`src/rtl/twfp_pkg.sv`:
```
package twfp_pkg;

   localparam int MAX_CHUNKS = 64;
   localparam int CHUNK_AW   = $clog2(MAX_CHUNKS);
   localparam int CHUNK_CW   = $clog2(MAX_CHUNKS + 1);

   localparam int CSR_IW = 8;
   localparam int CSR_DW = 20;

   localparam logic [CSR_IW-1:0] REG_REF_UNIT   = 8'd0;
   localparam logic [CSR_IW-1:0] REG_DELTA_UNIT = 8'd1;

   localparam logic [19:0] REF_UNIT_RESET   = 20'd64000;
   localparam logic [15:0] DELTA_UNIT_RESET = 16'd250;

   localparam logic [12:0] VEC2_LEN = 13'd7;
   localparam logic [12:0] VEC1_LEN = 13'd14;

   typedef enum logic [1:0] {
      KIND_RECV = 2'd0,
      KIND_LOST = 2'd1,
      KIND_END  = 2'd2
   } kind_type;

   typedef struct packed {
      kind_type           kind;
      logic [15:0]        first_sn;
      logic [15:0]        packet_total;
      logic signed [47:0] remote_time;
      logic               frame_status;
   } result_type;

   // Number of symbols a status chunk carries.
   function automatic logic [12:0] chunk_len(input logic [15:0] c);
      if (!c[15]) begin
         return c[12:0];
      end else if (c[14]) begin
         return VEC2_LEN;
      end
      return VEC1_LEN;
   endfunction

   // Symbol at a given offset inside a chunk.
   function automatic logic [1:0] symbol_of(input logic [15:0] c, input logic [12:0] off);
      logic [3:0]  sh;
      logic [15:0] s;
      sh = '0;
      s  = '0;
      if (!c[15]) begin
         return c[14:13];
      end
      if (c[14]) begin
         if (off < VEC2_LEN) begin
            sh = 4'd12 - {off[2:0], 1'b0};
            s  = c >> sh;
            return s[1:0];
         end
         return 2'd0;
      end
      if (off < VEC1_LEN) begin
         sh = 4'd13 - off[3:0];
         s  = c >> sh;
         return {1'b0, s[0]};
      end
      return 2'd0;
   endfunction

endpackage

```
`src/rtl/twfp_req_if.sv`:
```
interface twfp_req_if;
   logic       valid;
   logic       ready;
   logic [7:0] data_byte;
   logic       frame_last;

   modport source (output valid, output data_byte, output frame_last, input ready);
   modport sink (input valid, input data_byte, input frame_last, output ready);
endinterface

```
`src/rtl/twfp_rsp_if.sv`:
```
interface twfp_rsp_if;
   logic               valid;
   logic               ready;
   logic [1:0]         result_kind;
   logic [15:0]        first_sn;
   logic [15:0]        packet_total;
   logic signed [47:0] remote_time;
   logic               frame_status;
   logic               run_last;

   modport source (output valid, output result_kind, output first_sn, output packet_total,
                   output remote_time, output frame_status, output run_last, input ready);
   modport sink (input valid, input result_kind, input first_sn, input packet_total,
                 input remote_time, input frame_status, input run_last, output ready);
endinterface

```
`src/rtl/twfp_csr_if.sv`:
```
interface twfp_csr_if;
   import twfp_pkg::*;
   logic              valid;
   logic              ready;
   logic [CSR_IW-1:0] index;
   logic [CSR_DW-1:0] data;

   modport source (output valid, output index, output data, input ready);
   modport sink (input valid, input index, input data, output ready);
endinterface

```
`src/rtl/twfp_ram.sv`:
```
module twfp_ram #(
   parameter int WIDTH = 16,
   parameter int DEPTH = 64
) (
   input  logic                     clock,
   input  logic                     wr_en,
   input  logic [$clog2(DEPTH)-1:0] wr_addr,
   input  logic [WIDTH-1:0]         wr_data,
   input  logic [$clog2(DEPTH)-1:0] rd_addr,
   output logic [WIDTH-1:0]         rd_data
);
   logic [WIDTH-1:0] mem [DEPTH];
   logic [WIDTH-1:0] rd_data_ff;

   always_ff @(posedge clock) begin
      if (wr_en) begin
         mem[wr_addr] <= wr_data;
      end
      rd_data_ff <= mem[rd_addr];
   end

   assign rd_data = rd_data_ff;
endmodule

```
`src/rtl/twfp_outbuf.sv`:
```
// Holds the newest result back until it is known whether it is the last one of its byte.
module twfp_outbuf (
   input  logic                 clock,
   input  logic                 reset,
   input  logic                 emit_valid,
   input  twfp_pkg::result_type emit_item,
   output logic                 emit_ready,
   input  logic                 close_valid,
   output logic                 close_ready,
   twfp_rsp_if.source           rsp_chan
);
   import twfp_pkg::*;

   result_type pend_ff;
   logic       pend_valid_ff;
   result_type out_ff;
   logic       out_last_ff;
   logic       out_valid_ff;
   logic       out_free;

   assign out_free    = !out_valid_ff || rsp_chan.ready;
   assign emit_ready  = !pend_valid_ff || out_free;
   assign close_ready = emit_ready;

   always_ff @(posedge clock) begin
      if (reset) begin
         pend_valid_ff <= 1'b0;
         out_valid_ff  <= 1'b0;
      end else begin
         if (emit_valid && emit_ready) begin
            if (pend_valid_ff) begin
               out_ff       <= pend_ff;
               out_last_ff  <= 1'b0;
               out_valid_ff <= 1'b1;
            end else if (out_valid_ff && rsp_chan.ready) begin
               out_valid_ff <= 1'b0;
            end
            pend_ff       <= emit_item;
            pend_valid_ff <= 1'b1;
         end else if (close_valid && close_ready && pend_valid_ff) begin
            out_ff        <= pend_ff;
            out_last_ff   <= 1'b1;
            out_valid_ff  <= 1'b1;
            pend_valid_ff <= 1'b0;
         end else if (out_valid_ff && rsp_chan.ready) begin
            out_valid_ff <= 1'b0;
         end
      end
   end

   assign rsp_chan.valid        = out_valid_ff;
   assign rsp_chan.result_kind  = out_ff.kind;
   assign rsp_chan.first_sn     = out_ff.first_sn;
   assign rsp_chan.packet_total = out_ff.packet_total;
   assign rsp_chan.remote_time  = out_ff.remote_time;
   assign rsp_chan.frame_status = out_ff.frame_status;
   assign rsp_chan.run_last     = out_last_ff;
endmodule

```
`src/rtl/twfp_feedback_parser.sv`:
```
// Channel | Dir | Carries
// --------+-----+---------------------------------------------------------
// req     | in  | one payload byte per item, with the frame-last flag
// rsp     | out | received, lost-run and frame-end results, run_last marked
// csr     | in  | register writes: index 0 reference unit, 1 delta unit
//
// On its last byte a delta passes the multiply, add, flush and receive states.
// Walking the status symbols after a delta reads each new chunk from the chunk
// memory and steps one vector symbol or one whole run at a time.
// Reset is synchronous and needs no clearing pass; the chunk memory is only
// read where it has been written for the current frame.
// A stalled result channel holds the sequencer only once two results wait.
module twcc_feedback_parser (
   input  logic      clock,
   input  logic      reset,
   twfp_req_if.sink  req_chan,
   twfp_rsp_if.source rsp_chan,
   twfp_csr_if.sink  csr_chan
);
   import twfp_pkg::*;

   typedef enum logic [1:0] {
      PH_HEADER, PH_CHUNKS, PH_DELTAS, PH_DONE
   } phase_type;

   typedef enum logic [3:0] {
      S_IDLE, S_CHUNK, S_REFMUL, S_WREAD, S_WWAIT, S_WSTEP, S_WEND,
      S_DMUL, S_DADD, S_DFLUSH, S_DRECV, S_LFLUSH, S_LEND, S_CLOSE
   } state_type;

   state_type          state_ff;
   phase_type          phase_ff;
   logic [3:0]         pos_ff;
   logic [15:0]        base_ff;
   logic [15:0]        declared_ff;
   logic [47:0]        running_ff;
   logic [23:0]        ref24_ff;
   logic [CHUNK_CW-1:0] loaded_ff;
   logic [15:0]        covered_ff;
   logic [CHUNK_CW-1:0] walk_ff;
   logic [12:0]        off_ff;
   logic [15:0]        seq_ff;
   logic [15:0]        left_ff;
   logic [7:0]         high_ff;
   logic [15:0]        lost_start_ff;
   logic [15:0]        lost_len_ff;
   logic [7:0]         byte_ff;
   logic               last_ff;
   logic [15:0]        chunk_ff;
   logic signed [15:0] delta_ff;
   logic signed [32:0] prod_ff;
   logic [19:0]        ref_unit_ff;
   logic [15:0]        delta_unit_ff;

   // Chunk being loaded and the packets it newly covers.
   logic [15:0]         chunk_new;
   logic [15:0]         new_len;
   logic [15:0]         need;
   logic [15:0]         new_cnt;
   logic [15:0]         new_cov;
   logic [CHUNK_CW-1:0] loaded_nx;

   // Position inside the chunk under the walk.
   logic [12:0] cur_len;
   logic [12:0] rem;
   logic [12:0] avail;
   logic [12:0] step_n;
   logic [1:0]  cur_sym;

   logic signed [44:0] ref_prod;
   logic signed [32:0] delta_prod;
   logic [15:0]        ram_rdata;

   logic       emit_valid;
   logic       emit_ready;
   result_type emit_item;
   logic       close_valid;
   logic       close_ready;
   logic       go;
   logic       req_take;

   assign chunk_new = {high_ff, byte_ff};
   assign new_len   = {3'b000, chunk_len(chunk_new)};
   assign need      = declared_ff - covered_ff;
   assign new_cnt   = (new_len > need) ? need : new_len;
   assign new_cov   = covered_ff + new_cnt;
   assign loaded_nx = loaded_ff + 1'b1;

   assign cur_len = chunk_len(chunk_ff);
   assign rem     = (cur_len > off_ff) ? cur_len - off_ff : 13'd0;
   assign avail   = ({3'b000, rem} > left_ff) ? left_ff[12:0] : rem;
   assign cur_sym = symbol_of(chunk_ff, off_ff);
   assign step_n  = chunk_ff[15] ? 13'd1 : avail;

   assign ref_prod   = $signed(ref24_ff) * $signed({1'b0, ref_unit_ff});
   assign delta_prod = delta_ff * $signed({1'b0, delta_unit_ff});

   assign req_chan.ready = (state_ff == S_IDLE);
   assign req_take       = req_chan.valid && req_chan.ready;
   assign csr_chan.ready = 1'b1;

   twfp_ram #(.WIDTH(16), .DEPTH(MAX_CHUNKS)) u_chunks (
      .clock   (clock),
      .wr_en   (state_ff == S_CHUNK),
      .wr_addr (loaded_ff[CHUNK_AW-1:0]),
      .wr_data (chunk_new),
      .rd_addr (walk_ff[CHUNK_AW-1:0]),
      .rd_data (ram_rdata)
   );

   twfp_outbuf u_outbuf (
      .clock       (clock),
      .reset       (reset),
      .emit_valid  (emit_valid),
      .emit_item   (emit_item),
      .emit_ready  (emit_ready),
      .close_valid (close_valid),
      .close_ready (close_ready),
      .rsp_chan    (rsp_chan)
   );

   // Result requests of the sequencer. A pending lost stretch is flushed
   // ahead of a received packet, at the end of the walk and at frame end.
   always_comb begin
      emit_valid = 1'b0;
      close_valid = (state_ff == S_CLOSE);
      emit_item.kind         = KIND_LOST;
      emit_item.first_sn     = lost_start_ff;
      emit_item.packet_total = lost_len_ff;
      emit_item.remote_time  = '0;
      emit_item.frame_status = 1'b0;
      unique case (state_ff)
         S_WEND, S_DFLUSH: begin
            emit_valid = (lost_len_ff != 16'd0);
         end
         S_LFLUSH: begin
            emit_valid = last_ff && (lost_len_ff != 16'd0);
         end
         S_DRECV: begin
            emit_valid             = 1'b1;
            emit_item.kind         = KIND_RECV;
            emit_item.first_sn     = seq_ff;
            emit_item.packet_total = 16'd1;
            emit_item.remote_time  = $signed(running_ff);
         end
         S_LEND: begin
            emit_valid             = 1'b1;
            emit_item.kind         = KIND_END;
            emit_item.first_sn     = '0;
            emit_item.packet_total = '0;
            emit_item.frame_status = (phase_ff != PH_DONE);
         end
         default: begin
         end
      endcase
   end

   assign go = !emit_valid || emit_ready;

   always_ff @(posedge clock) begin
      if (reset) begin
         state_ff      <= S_IDLE;
         phase_ff      <= PH_HEADER;
         pos_ff        <= '0;
         base_ff       <= '0;
         declared_ff   <= '0;
         running_ff    <= '0;
         loaded_ff     <= '0;
         covered_ff    <= '0;
         walk_ff       <= '0;
         off_ff        <= '0;
         seq_ff        <= '0;
         left_ff       <= '0;
         high_ff       <= '0;
         lost_start_ff <= '0;
         lost_len_ff   <= '0;
         last_ff       <= 1'b0;
         ref_unit_ff   <= REF_UNIT_RESET;
         delta_unit_ff <= DELTA_UNIT_RESET;
      end else begin
         if (csr_chan.valid) begin
            if (csr_chan.index == REG_REF_UNIT) begin
               ref_unit_ff <= csr_chan.data[19:0];
            end else if (csr_chan.index == REG_DELTA_UNIT) begin
               delta_unit_ff <= csr_chan.data[15:0];
            end
         end

         unique case (state_ff)
            S_IDLE: begin
               if (req_take) begin
                  byte_ff  <= req_chan.data_byte;
                  last_ff  <= req_chan.frame_last;
                  state_ff <= S_LFLUSH;
                  unique case (phase_ff)
                     PH_HEADER: begin
                        priority case (pos_ff)
                           4'd4: base_ff[15:8] <= req_chan.data_byte;
                           4'd5: base_ff[7:0] <= req_chan.data_byte;
                           4'd6: declared_ff[15:8] <= req_chan.data_byte;
                           4'd7: declared_ff[7:0] <= req_chan.data_byte;
                           4'd8: ref24_ff <= {16'd0, req_chan.data_byte};
                           4'd9, 4'd10: ref24_ff <= {ref24_ff[15:0], req_chan.data_byte};
                           default: begin
                           end
                        endcase
                        if (pos_ff >= 4'd11) begin
                           pos_ff     <= '0;
                           covered_ff <= '0;
                           loaded_ff  <= '0;
                           phase_ff   <= (declared_ff == 16'd0) ? PH_DONE : PH_CHUNKS;
                        end else begin
                           pos_ff <= pos_ff + 4'd1;
                           if (pos_ff == 4'd10) begin
                              state_ff <= S_REFMUL;
                           end
                        end
                     end
                     PH_CHUNKS: begin
                        if (pos_ff == 4'd0) begin
                           high_ff <= req_chan.data_byte;
                           pos_ff  <= 4'd1;
                        end else begin
                           pos_ff   <= 4'd0;
                           state_ff <= S_CHUNK;
                        end
                     end
                     PH_DELTAS: begin
                        if (walk_ff >= loaded_ff || left_ff == 16'd0) begin
                           phase_ff <= PH_DONE;
                        end else if (cur_sym == 2'd1) begin
                           delta_ff <= $signed({{8{req_chan.data_byte[7]}},
                                                req_chan.data_byte});
                           state_ff <= S_DMUL;
                        end else if (cur_sym == 2'd2) begin
                           if (pos_ff == 4'd0) begin
                              high_ff <= req_chan.data_byte;
                              pos_ff  <= 4'd1;
                           end else begin
                              pos_ff   <= 4'd0;
                              delta_ff <= $signed({high_ff, req_chan.data_byte});
                              state_ff <= S_DMUL;
                           end
                        end
                     end
                     PH_DONE: begin
                     end
                  endcase
               end
            end
            S_REFMUL: begin
               // The 24-bit reference time is signed; the product fits in 45 bits.
               running_ff <= {{3{ref_prod[44]}}, ref_prod};
               state_ff   <= S_LFLUSH;
            end
            S_CHUNK: begin
               loaded_ff  <= loaded_nx;
               covered_ff <= new_cov;
               if (new_cov >= declared_ff || loaded_nx == CHUNK_CW'(MAX_CHUNKS)) begin
                  if (new_cov < declared_ff) begin
                     declared_ff <= new_cov;
                     left_ff     <= new_cov;
                  end else begin
                     left_ff <= declared_ff;
                  end
                  walk_ff     <= '0;
                  off_ff      <= '0;
                  seq_ff      <= base_ff;
                  lost_len_ff <= '0;
                  pos_ff      <= '0;
                  phase_ff    <= PH_DELTAS;
                  state_ff    <= S_WREAD;
               end else begin
                  state_ff <= S_LFLUSH;
               end
            end
            S_WREAD: begin
               if (left_ff == 16'd0) begin
                  state_ff <= S_WEND;
               end else if (walk_ff >= loaded_ff) begin
                  left_ff  <= '0;
                  state_ff <= S_WEND;
               end else begin
                  state_ff <= S_WWAIT;
               end
            end
            S_WWAIT: begin
               chunk_ff <= ram_rdata;
               state_ff <= S_WSTEP;
            end
            S_WSTEP: begin
               if (left_ff == 16'd0) begin
                  state_ff <= S_WEND;
               end else if (avail == 13'd0) begin
                  walk_ff  <= walk_ff + 1'b1;
                  off_ff   <= '0;
                  state_ff <= S_WREAD;
               end else if (cur_sym == 2'd1 || cur_sym == 2'd2) begin
                  // Delta symbol: wait for its bytes.
                  state_ff <= S_LFLUSH;
               end else begin
                  // Not received or reserved: folded into the lost stretch.
                  if (lost_len_ff == 16'd0) begin
                     lost_start_ff <= seq_ff;
                  end
                  lost_len_ff <= lost_len_ff + {3'b000, step_n};
                  seq_ff      <= seq_ff + {3'b000, step_n};
                  left_ff     <= left_ff - {3'b000, step_n};
                  off_ff      <= off_ff + step_n;
               end
            end
            S_WEND: begin
               if (go) begin
                  lost_len_ff <= '0;
                  phase_ff    <= PH_DONE;
                  state_ff    <= S_LFLUSH;
               end
            end
            S_DMUL: begin
               prod_ff  <= delta_prod;
               state_ff <= S_DADD;
            end
            S_DADD: begin
               running_ff <= running_ff + {{15{prod_ff[32]}}, prod_ff};
               state_ff   <= S_DFLUSH;
            end
            S_DFLUSH: begin
               if (go) begin
                  lost_len_ff <= '0;
                  state_ff    <= S_DRECV;
               end
            end
            S_DRECV: begin
               if (go) begin
                  seq_ff   <= seq_ff + 16'd1;
                  left_ff  <= left_ff - 16'd1;
                  off_ff   <= off_ff + 13'd1;
                  state_ff <= S_WSTEP;
               end
            end
            S_LFLUSH: begin
               if (!last_ff) begin
                  state_ff <= S_CLOSE;
               end else if (go) begin
                  lost_len_ff <= '0;
                  state_ff    <= S_LEND;
               end
            end
            S_LEND: begin
               if (go) begin
                  phase_ff    <= PH_HEADER;
                  pos_ff      <= '0;
                  loaded_ff   <= '0;
                  covered_ff  <= '0;
                  walk_ff     <= '0;
                  off_ff      <= '0;
                  left_ff     <= '0;
                  lost_len_ff <= '0;
                  state_ff    <= S_CLOSE;
               end
            end
            S_CLOSE: begin
               if (close_ready) begin
                  state_ff <= S_IDLE;
               end
            end
            default: begin
               state_ff <= S_IDLE;
            end
         endcase
      end
   end

   // The sequencer never raises a result while it waits for a byte.
   a_idle_no_emit: assert property (@(posedge clock) disable iff (reset)
      state_ff == S_IDLE |-> !emit_valid)
      else $error("result requested while idle");

   // An accepted byte always starts work.
   a_take_leaves_idle: assert property (@(posedge clock) disable iff (reset)
      req_take |=> state_ff != S_IDLE)
      else $error("accepted byte left the sequencer idle");

   // The walk never passes the loaded chunks.
   a_walk_bound: assert property (@(posedge clock) disable iff (reset)
      walk_ff <= loaded_ff)
      else $error("walk beyond loaded chunks");

   // Waiting for delta bytes always means packets are still uncovered.
   a_delta_left: assert property (@(posedge clock) disable iff (reset)
      (state_ff == S_IDLE && phase_ff == PH_DELTAS) |-> left_ff != 16'd0)
      else $error("delta phase with no packets left");
endmodule
```
`src/flat_wrapper.sv`:
```
// flat-port wrapper written by rule: the top's interface ports become plain ports
module twcc_feedback_parser_flat import twfp_pkg::*;
  (clock, reset, req_chan_valid, req_chan_data_byte, req_chan_frame_last, req_chan_ready, rsp_chan_valid, rsp_chan_result_kind, rsp_chan_first_sn, rsp_chan_packet_total, rsp_chan_remote_time, rsp_chan_frame_status, rsp_chan_run_last, rsp_chan_ready, csr_chan_valid, csr_chan_index, csr_chan_data, csr_chan_ready);
  twfp_req_if req_chan_i ();
  twfp_rsp_if rsp_chan_i ();
  twfp_csr_if csr_chan_i ();
  input  logic clock;
  input  logic reset;
  input wire logic [$bits(req_chan_i.valid)-1:0] req_chan_valid;
  input wire logic [$bits(req_chan_i.data_byte)-1:0] req_chan_data_byte;
  input wire logic [$bits(req_chan_i.frame_last)-1:0] req_chan_frame_last;
  output wire logic [$bits(req_chan_i.ready)-1:0] req_chan_ready;
  output wire logic [$bits(rsp_chan_i.valid)-1:0] rsp_chan_valid;
  output wire logic [$bits(rsp_chan_i.result_kind)-1:0] rsp_chan_result_kind;
  output wire logic [$bits(rsp_chan_i.first_sn)-1:0] rsp_chan_first_sn;
  output wire logic [$bits(rsp_chan_i.packet_total)-1:0] rsp_chan_packet_total;
  output wire logic [$bits(rsp_chan_i.remote_time)-1:0] rsp_chan_remote_time;
  output wire logic [$bits(rsp_chan_i.frame_status)-1:0] rsp_chan_frame_status;
  output wire logic [$bits(rsp_chan_i.run_last)-1:0] rsp_chan_run_last;
  input wire logic [$bits(rsp_chan_i.ready)-1:0] rsp_chan_ready;
  input wire logic [$bits(csr_chan_i.valid)-1:0] csr_chan_valid;
  input wire logic [$bits(csr_chan_i.index)-1:0] csr_chan_index;
  input wire logic [$bits(csr_chan_i.data)-1:0] csr_chan_data;
  output wire logic [$bits(csr_chan_i.ready)-1:0] csr_chan_ready;
  assign req_chan_i.valid = req_chan_valid;
  assign req_chan_i.data_byte = req_chan_data_byte;
  assign req_chan_i.frame_last = req_chan_frame_last;
  assign req_chan_ready = req_chan_i.ready;
  assign rsp_chan_valid = rsp_chan_i.valid;
  assign rsp_chan_result_kind = rsp_chan_i.result_kind;
  assign rsp_chan_first_sn = rsp_chan_i.first_sn;
  assign rsp_chan_packet_total = rsp_chan_i.packet_total;
  assign rsp_chan_remote_time = rsp_chan_i.remote_time;
  assign rsp_chan_frame_status = rsp_chan_i.frame_status;
  assign rsp_chan_run_last = rsp_chan_i.run_last;
  assign rsp_chan_i.ready = rsp_chan_ready;
  assign csr_chan_i.valid = csr_chan_valid;
  assign csr_chan_i.index = csr_chan_index;
  assign csr_chan_i.data = csr_chan_data;
  assign csr_chan_ready = csr_chan_i.ready;
  twcc_feedback_parser u_core (.clock(clock), .reset(reset), .req_chan(req_chan_i), .rsp_chan(rsp_chan_i), .csr_chan(csr_chan_i));
endmodule
```
`config.mk`:
```
export PLATFORM = sky130hd
export DESIGN_NAME = twcc_feedback_parser_flat
export DESIGN_NICKNAME = d
export VERILOG_FILES = /design/src/rtl/twfp_pkg.sv /design/src/rtl/twfp_req_if.sv /design/src/rtl/twfp_rsp_if.sv /design/src/rtl/twfp_csr_if.sv /design/src/rtl/twfp_ram.sv /design/src/rtl/twfp_outbuf.sv /design/src/rtl/twfp_feedback_parser.sv /design/src/flat_wrapper.sv
export SDC_FILE = /design/constraint.sdc
export NUM_CORES = 2
export LEC_CHECK = 0
export BUFFER_PORTS_ARGS = -buffer_cell sky130_fd_sc_hd__buf_4
export CAP_MARGIN = 20
export CORE_ASPECT_RATIO = 0.8
export CORE_MARGIN = 2
export CORE_UTILIZATION = 54
export DETAILED_ROUTE_END_ITERATION = 7
export PLACE_DENSITY = 0.75
export SYNTH_ARGS = -nofsm -noshare
export SYNTH_HDL_FRONTEND = slang
export SYNTH_SLANG_ARGS = --single-unit
```
`constraint.sdc`:
```
create_clock -name clock -period 9.9 [get_ports clock]
set_input_delay 1.98 -clock clock [delete_from_list [all_inputs] [get_ports clock]]
set_output_delay 1.98 -clock clock [all_outputs]
set_load 0.01 [all_outputs]
```
Word-level counts from Yosys, hierarchy flattened
Memory sizes are Yosys's and may differ from the RTL's. A register that Yosys moved wholly into a read port is not among the register bits.
Index checks and enable logic that the tools add are counted.
{"block": "totals", "register_bits": 508, "ram_bits": 1024, "in_bits": 42, "out_inout_bits": 87, "wordCells": 345, "mem_count": 1}
{"block": "op_classes", "n_addsub": 16, "n_mul": 2, "n_lt_le_gt_ge": 9, "n_eq_ne": 60, "n_shift": 2, "n_mux": 145, "n_bitwise": 6, "reduce_logical": 66}
{"memory": "u_core.u_chunks.mem", "words": 64, "width": 16, "read_ports": 1, "rd_ports_with_merged_regs": 1, "write_ports": 1, "line": "twfp_ram.sv:12", "source": "logic [WIDTH-1:0] mem [DEPTH];"}
{"operator": "2-to-1 mux 16 bit", "count": 29}
{"operator": "2-to-1 mux 83 bit", "count": 3}
{"operator": "2-to-1 mux 13 bit", "count": 15}
{"operator": "2-to-1 mux 4 bit", "count": 27}
{"operator": "case mux 16 bit (3 select lines)", "count": 2}
{"operator": "case mux 48 bit (2 select lines)", "count": 1}
{"operator": "case mux 16 bit (5 select lines)", "count": 1}
{"operator": "case mux 34 bit (2 select lines)", "count": 1}
{"operator": "case mux 16 bit (4 select lines)", "count": 1}
{"operator": "case mux 4 bit (14 select lines)", "count": 1}
{"operator": "case mux 13 bit (4 select lines)", "count": 1}
{"operator": "2-to-1 mux 7 bit", "count": 7}
{"operator": "adder 48 bit", "count": 1}
{"operator": "zero test 16 bit", "count": 3}
{"operator": "2-to-1 mux 8 bit", "count": 6}
{"operator": "case mux 24 bit (2 select lines)", "count": 1}
{"operator": "multiplier 24 x 21 -> 45 bit", "count": 1}
{"operator": "case mux 7 bit (3 select lines)", "count": 2}
{"operator": "equality test 4 bit, second input constant", "count": 9}
{"operator": "case mux 4 bit (3 select lines)", "count": 3}
{"operator": "multiplier 16 x 17 -> 33 bit", "count": 1}
{"operator": "adder 16 x 13 -> 16 bit", "count": 2}
{"operator": "equality test 4 x 3 -> 1 bit, second input constant", "count": 8}
{"operator": "greater-than comparator 13 x 16 -> 1 bit", "count": 2}
{"operator": "other kinds (62)", "count": 178}

Logic depth before layout (Yosys ltp)
{"block": "depth", "depth_word": 17, "depth_mapped": 47, "depth_no_buf": 45}

Hierarchy
From an unflattened synthesis, not the netlist that was laid out.
{"block": "hier_totals", "hier_cells": 7787, "area_unflattened_um2": 94986.1}
{"module": "twcc_feedback_parser", "n_inst": 1, "cells_per_inst": 5787, "area_per_inst_um2": 49872.8, "seq_area_each_um2": 7757.4}
{"module": "twfp_ram", "n_inst": 1, "cells_per_inst": 1820, "area_per_inst_um2": 39978.3, "seq_area_each_um2": 31069.8}
{"module": "twfp_outbuf", "n_inst": 1, "cells_per_inst": 180, "area_per_inst_um2": 5134.9, "seq_area_each_um2": 5054.8}

Worst setup path after synthesis
No wires, ideal clock.
{"block": "synth_timing", "kind": "flip-flop to flip-flop", "start": "register u_core.covered_ff[1]", "end": "register u_core.lost_len_ff[0]", "setup_time_ps": 70, "arrival_ps": 8118, "required_ps": 9830, "slack_ps": 1711, "path_stages_with_launch": 41, "path_buffers": 2, "synth_period_minus_slack_ps": 8189, "path_cell_list": "dfxtp_1 > inv_1 > ha_1 > nor2b_1 > o21ai_0 > a21boi_0 > o21a_1 > o31a_1 > a21o_1 > a21oi_1 > xor2_1 > ha_1 > a21oi_1 > nor2b_1 > o21ai_0 > nand2b_1 > a21oi_1 > o21ai_0 > (+5 left out) > o21ai_0 > o21ai_0 > or3_1 > a311oi_1 > o2bb2ai_1 > o21ai_0 > xor2_1 > ha_1 > nand4_1 > nor2_1 > a211oi_1 > nand3_1 > a2111oi_1 > a21oi_1 > o21ai_2 > buf_2 > nand2_1 > a21oi_1"}
{"block": "synth_via", "elab_chain_cells": 8}
{"item": "start, declared", "line": "twfp_feedback_parser.sv:39", "source": "logic [15:0] covered_ff;"}
{"item": "start signal, assigned", "line": "twfp_feedback_parser.sv:258", "source": "covered_ff <= new_cov;"}
{"item": "subtractor 16 bit", "line": "twfp_feedback_parser.sv:84", "source": "assign need = declared_ff - covered_ff;"}
{"item": "greater-than comparator 13 x 16 -> 1 bit", "line": "twfp_feedback_parser.sv:85", "source": "assign new_cnt = (new_len > need) ? need : new_len;"}
{"item": "2-to-1 mux 16 bit", "line": "twfp_feedback_parser.sv:85"}
{"item": "adder 16 bit *", "line": "twfp_feedback_parser.sv:86", "source": "assign new_cov = covered_ff + new_cnt;"}
{"item": "greater-or-equal comparator 16 bit *", "line": "twfp_feedback_parser.sv:259", "source": "if (new_cov >= declared_ff || loaded_nx == CHUNK_CW'(MAX_CHUNKS)) begin"}
{"item": "logical OR 1 bit *", "line": "twfp_feedback_parser.sv:259"}
{"item": "inequality test 2 x 1 -> 1 bit (no source line) *"}
{"item": "AND reduction 6 bit (no source line) *"}
{"item": "end signal, assigned", "line": "twfp_feedback_parser.sv:306", "source": "lost_len_ff <= lost_len_ff + {3'b000, step_n};"}
{"item": "end, declared", "line": "twfp_feedback_parser.sv:46", "source": "logic [15:0] lost_len_ff;"}
Every way passes the cells marked *; elsewhere a longest branch is shown, timed or not.
A chain may end at the register's enable or synchronous reset.

Final worst setup path
{"block": "layout_timing", "start": "register u_core.chunk_ff[15]", "end": "register u_core.left_ff[14]"}
{"block": "layout_via", "elab_chain_cells": 12, "elab_cells_between_ends": 30, "cone_classes": "add/sub: 2; order compare: 2; eq/ne: 4; shift: 2; mux: 17; reduce/logical: 3"}
{"item": "start, declared", "line": "twfp_feedback_parser.sv:49", "source": "logic [15:0] chunk_ff;"}
{"item": "start signal, assigned", "line": "twfp_feedback_parser.sv:288", "source": "chunk_ff <= ram_rdata;"}
{"item": "2-to-1 mux 13 bit (tied with other cells)", "line": "twfp_pkg.sv:35", "source": "if (!c[15]) begin"}
{"item": "2-to-1 mux 13 bit or 2-to-1 mux 2 bit (tied branches)", "line": "twfp_pkg.sv:40, twfp_pkg.sv:53"}
{"item": "subtractor 13 bit (tied with other cells)", "line": "twfp_feedback_parser.sv:90", "source": "assign rem = (cur_len > off_ff) ? cur_len - off_ff : 13'd0;"}
{"item": "2-to-1 mux 13 bit or 2-to-1 mux 2 bit (tied branches)", "line": "twfp_feedback_parser.sv:90, twfp_pkg.sv:52"}
{"item": "greater-than comparator 13 x 16 -> 1 bit or 2-to-1 mux 2 bit (tied branches)", "line": "twfp_feedback_parser.sv:91, twfp_pkg.sv:60"}
{"item": "2-to-1 mux 13 bit or 2-to-1 mux 2 bit (tied branches)", "line": "twfp_feedback_parser.sv:91, twfp_pkg.sv:65"}
{"item": "2-to-1 mux 13 bit or 2-to-1 mux 2 bit (tied branches)", "line": "twfp_feedback_parser.sv:93, twfp_pkg.sv:60"}
{"item": "subtractor 16 x 13 -> 16 bit or 2-to-1 mux 2 bit (tied branches)", "line": "twfp_feedback_parser.sv:308, twfp_pkg.sv:52"}
{"item": "2-to-1 mux 16 bit (tied with other cells)", "line": "twfp_feedback_parser.sv:298", "source": "end else if (cur_sym == 2'd1 || cur_sym == 2'd2) begin"}
{"item": "2-to-1 mux 16 bit or logical OR 1 bit (tied branches)", "line": "twfp_feedback_parser.sv:294, twfp_feedback_parser.sv:298"}
{"item": "2-to-1 mux 16 bit or inequality test 2 bit (tied branches)"}
{"item": "case mux 16 bit (5 select lines) or AND reduction 9 bit (tied branches)"}
{"item": "end signal, assigned", "line": "twfp_feedback_parser.sv:262", "source": "left_ff <= new_cov;"}
{"item": "end signal, assigned", "line": "twfp_feedback_parser.sv:308", "source": "left_ff <= left_ff - {3'b000, step_n};"}
{"item": "end signal, assigned", "line": "twfp_feedback_parser.sv:336", "source": "left_ff <= left_ff - 16'd1;"}
{"item": "end, declared", "line": "twfp_feedback_parser.sv:43", "source": "logic [15:0] left_ff;"}
Parallel ways exist; a longest one is shown, timed or not. The select of a mux whose other input is x is not followed.

==> impl_results.md <==
- Outcome: finished, final reports clean
- Slew Limit Fails: 0
- EDFF count, synth: 1288
- Vias: 60477
- Final clock skew: 0.0552 ns
- Critical path type: reg2reg
- Post-DRT Antenna Nets: 0
- Slew headroom: 20.6%
- LEAKAGE: 40.6 nW
- Peak supply drop: 0.186 mV
- Synth Instances: 7391
- Synth Cell Area: 93800 um^2
- Adder-cell area share of the yosys netlist: 20.7%
- Nets: 8680
- Worst-Skew Late Latency: 0.81 ns
- Register area share after synthesis: 46.8%
- Reg area: 43900 um^2
- Synth Register Bits: 1548
- Gr usage total: 28.4%
- # placed instances: 9621
- First-pass GRT wire length: 381000 um
- Gr ovfl total: 0
- Switching share of power: 33.6%
- Synth top area share: 41.2%
- Share of cells above drive strength 1: 12.4%
- Final hold slack: 0.396 ns
- Max_cap viols: 0
- Clock network fraction of design power: 30.5%
- Top Ports: 129
- DP HPWL: 168000 um
- NetSw: 6.53 mW
- # rows: 136
- Chip Width: 470 um
- Via density per instance: 6.11
- Number of global-route vias before repair: 61500
- Startpoint Class: flop
- Number of DRC markers in iteration 0: 6856
- Hold_buf cts: 0
- DR DRC count: 0
- Primary FF master, synth: edfxtp_1
- Fill count: 12974
- Port Buffer Count: 127
- Clk sinks: 1548
- Die Y: 377 um
- Max incr delay on CP: 0.78 ns
- Placed cell area: 97700 um^2
- Ys async rst share: 0%
- CTS Buf Count: 149
- First-pass DRT Iterations: 6
- DRT Wirelength: 248000 um
- CP Data Arrival Time: 9.73 ns
- Clock slew at reported path FFs: 0.07 ns
- Largest net degree at the start of global routing: 159
- Antenna violations before repair: 13
- Postcts setup bufs: 0
- CP max FO: 31
- Final Hold Vio Count: 0
- Seq pwr share: 39.7%
- Post-CTS Resized: 0
- TNS Setup: 0 ns
- Worst hold path class: reg2reg
- Area leader, netlist: edfxtp_1
- P&R area growth vs syn: 9.74%
- Clk buf depth: 3
- # setup viols final: 0
- Library cells used by synthesis: 88
- GPL Wtd Cong: 0.939
- Crit share post-route: 91.4%
- Gate power share: 29.8%
- Power Internal: 12.9 mW
- RSZ-0062 raised after global routing: no
- Final non-filler cell total: 9905
- Largest family of logic cells by synthesized area: adder cells
- WL/cell: 25.0 um
- CP Capture Type: flop
- XOR/XNOR Fraction of Synth Area: 1.73%
- Post-route minimum period: 9.05 ns
- Synth Area per Inst: 12.7 um^2
- Worst-Margin Slew: 1.19 ns
- Root Driver: clkbuf_16
- Initial Util: 54.5%
- Core ar.: 172000 um^2
- Fmax: 0.110 GHz
- Critical Path RT: 10.58 ns
- Die ar.: 177000 um^2
- CTS tree: yes
- Yosys warns: 0
- Post-synthesis mux area share: 9.66%
- P per Cell Area: 189 nW/um^2
- Slowest CP cell: edfxtp_1
- Synth Area in Compound Gates: 6.50%
- Ranking of synthesized cells by area: edfxtp_1, fa_1, mux4_2
- Multi-input logic area: 45200 um^2
- H-tree level count: 4
- Synth Area in Simple Gates: 9.46%
- Final Util: 59.8%
- Finished Cell Area: 103000 um^2
[Yosys cell counts (10+ instances only)]
library cell / number
edfxtp_1: 1288
inv_1: 937
fa_1: 693
nand2_1: 612
ha_1: 445
nor2_1: 426
mux4_2: 342
and2_1: 332
clkbuf_1: 283
dfxtp_1: 260
a21oi_1: 256
o21ai_0: 148
mux2i_1: 132
xnor2_1: 110
a21o_1: 96
and3_1: 83
xor2_1: 75
a211oi_1: 74
nand3_1: 69
nor3_1: 62
nor2b_1: 57
nand2b_1: 49
buf_1: 42
o22ai_1: 36
nand4_1: 34
o21a_1: 34
nor4_1: 33
or2_2: 30
o21bai_1: 26
o211ai_1: 24
a22oi_1: 21
a31oi_1: 19
or3_1: 18
a22o_1: 17
a2111oi_0: 15
a221oi_1: 15
o31ai_1: 15
a31o_2: 11
nor3b_1: 10
or4_1: 10
[final timing paths]
path	start	to	slack, ns	depth (start not counted)
setup / recovery	u_core.chunk_ff[15]$_DFFE_PP_	u_core.left_ff[14]$_SDFFE_PP0P_	0.85	33
hold reg to reg	u_core.u_outbuf.pend_ff[50]$_DFFE_PP_	u_core.u_outbuf.rsp_chan.packet_total[1]$_DFFE_PP_	0.40	0
hold / removal	u_core.u_outbuf.pend_ff[50]$_DFFE_PP_	u_core.u_outbuf.rsp_chan.packet_total[1]$_DFFE_PP_	0.40	0
setup reg to reg	u_core.chunk_ff[15]$_DFFE_PP_	u_core.left_ff[14]$_SDFFE_PP0P_	0.85	33
[flip-flops by register name, indices dropped and copies added, names as in the netlist, 8 cells and up]
name / cells
u_core.u_chunks.mem: 1024
u_core.u_outbuf.pend_ff: 83
u_core.running_ff: 48
u_core.u_outbuf.rsp_chan.remote_time: 48
u_core.prod_ff: 33
u_core.ref24_ff: 24
u_core.ref_unit_ff: 20
u_core.base_ff: 16
u_core.chunk_ff: 16
u_core.covered_ff: 16
u_core.declared_ff: 16
u_core.delta_ff: 16
u_core.delta_unit_ff: 16
u_core.left_ff: 16
u_core.lost_len_ff: 16
u_core.lost_start_ff: 16
u_core.seq_ff: 16
u_core.u_chunks.rd_data: 16
u_core.u_outbuf.rsp_chan.first_sn: 16
u_core.u_outbuf.rsp_chan.packet_total: 16
u_core.off_ff: 13
u_core.byte_ff: 8
u_core.high_ff: 8
[kinds of logic (layout without fill, tap and decap cells)]
family	Yosys count	after routing
flops	1548	1548
compound gates	920	920
mux	477	477
xor+xnor	185	185
simple gates	1847	1847
buf+inv	1274	1505
other cells	2	8
fa+ha+maj	1138	1138
[cell usage in the layout (no fill, tap or decap), types with 30 or more instances in the layout]
| cell type | n |
|---|---|
| o21a_1 | 34 |
| edfxtp_1 | 1288 |
| a21oi_1 | 255 |
| nor4_1 | 30 |
| or2_2 | 30 |
| a21o_1 | 96 |
| nand3_1 | 69 |
| clkbuf_16 | 152 |
| o21ai_0 | 148 |
| clkbuf_1 | 40 |
| nand2_1 | 612 |
| o22ai_1 | 36 |
| mux4_2 | 342 |
| dfxtp_1 | 248 |
| xor2_1 | 75 |
| nor3_1 | 60 |
| mux2i_1 | 132 |
| nand2b_1 | 49 |
| nand4_1 | 34 |
| fa_1 | 693 |
| a211oi_1 | 74 |
| inv_1 | 937 |
| xnor2_1 | 110 |
| nor2_1 | 417 |
| buf_4 | 281 |
| nor2b_1 | 56 |
| and3_1 | 82 |
| and2_1 | 332 |
| ha_1 | 445 |
[layout make-up]
cell class                 count  area share (%)
multi-input combinational   4570            43.9
tap                         2277            2.77
timing repair buffer         293            2.30
antenna                        5          0.0122
clock buffer                 201            3.96
sequential                  1548            42.7
clock inverter                73           0.950
inverter                     938            3.42
[routing by layer]
| layer | track usage, % | wire length (um) |
|---|---|---|
| met1 | 40.1 | 101000 |
| met2 | 44.0 | 114000 |
| met3 | 6.12 | 24300 |
| met4 | 9.70 | 8540 |
| met5 | 0 | 95 |
[stage by stage]
stage               setup slack [ns]  total power, mW
detailed placement             0.906             13.4
CTS                            0.869             19.3
finish                         0.847             19.4
global route                   0.128             20.2
floorplan                       1.71             11.7
global placement                1.09             13.4
[critical path, delay by kind of cell (launching register included)]
family	cells	cell delay, ns
simple gates	7	1.50
fa+ha+maj	4	1.33
mux	1	0.37
compound gates	18	4.32
buf+inv	3	0.59
flops	1	0.78
[power groups by stage]
stage	clock network, mW	logic, mW	registers [mW]
after global placement	0	5.51	7.84
after floorplan	0	3.91	7.75
after detailed placement	0	5.59	7.85
after CTS	5.99	5.64	7.71
after global routing	6.22	6.28	7.75
final	5.92	5.79	7.72
Power figures use the tool's default switching activity.
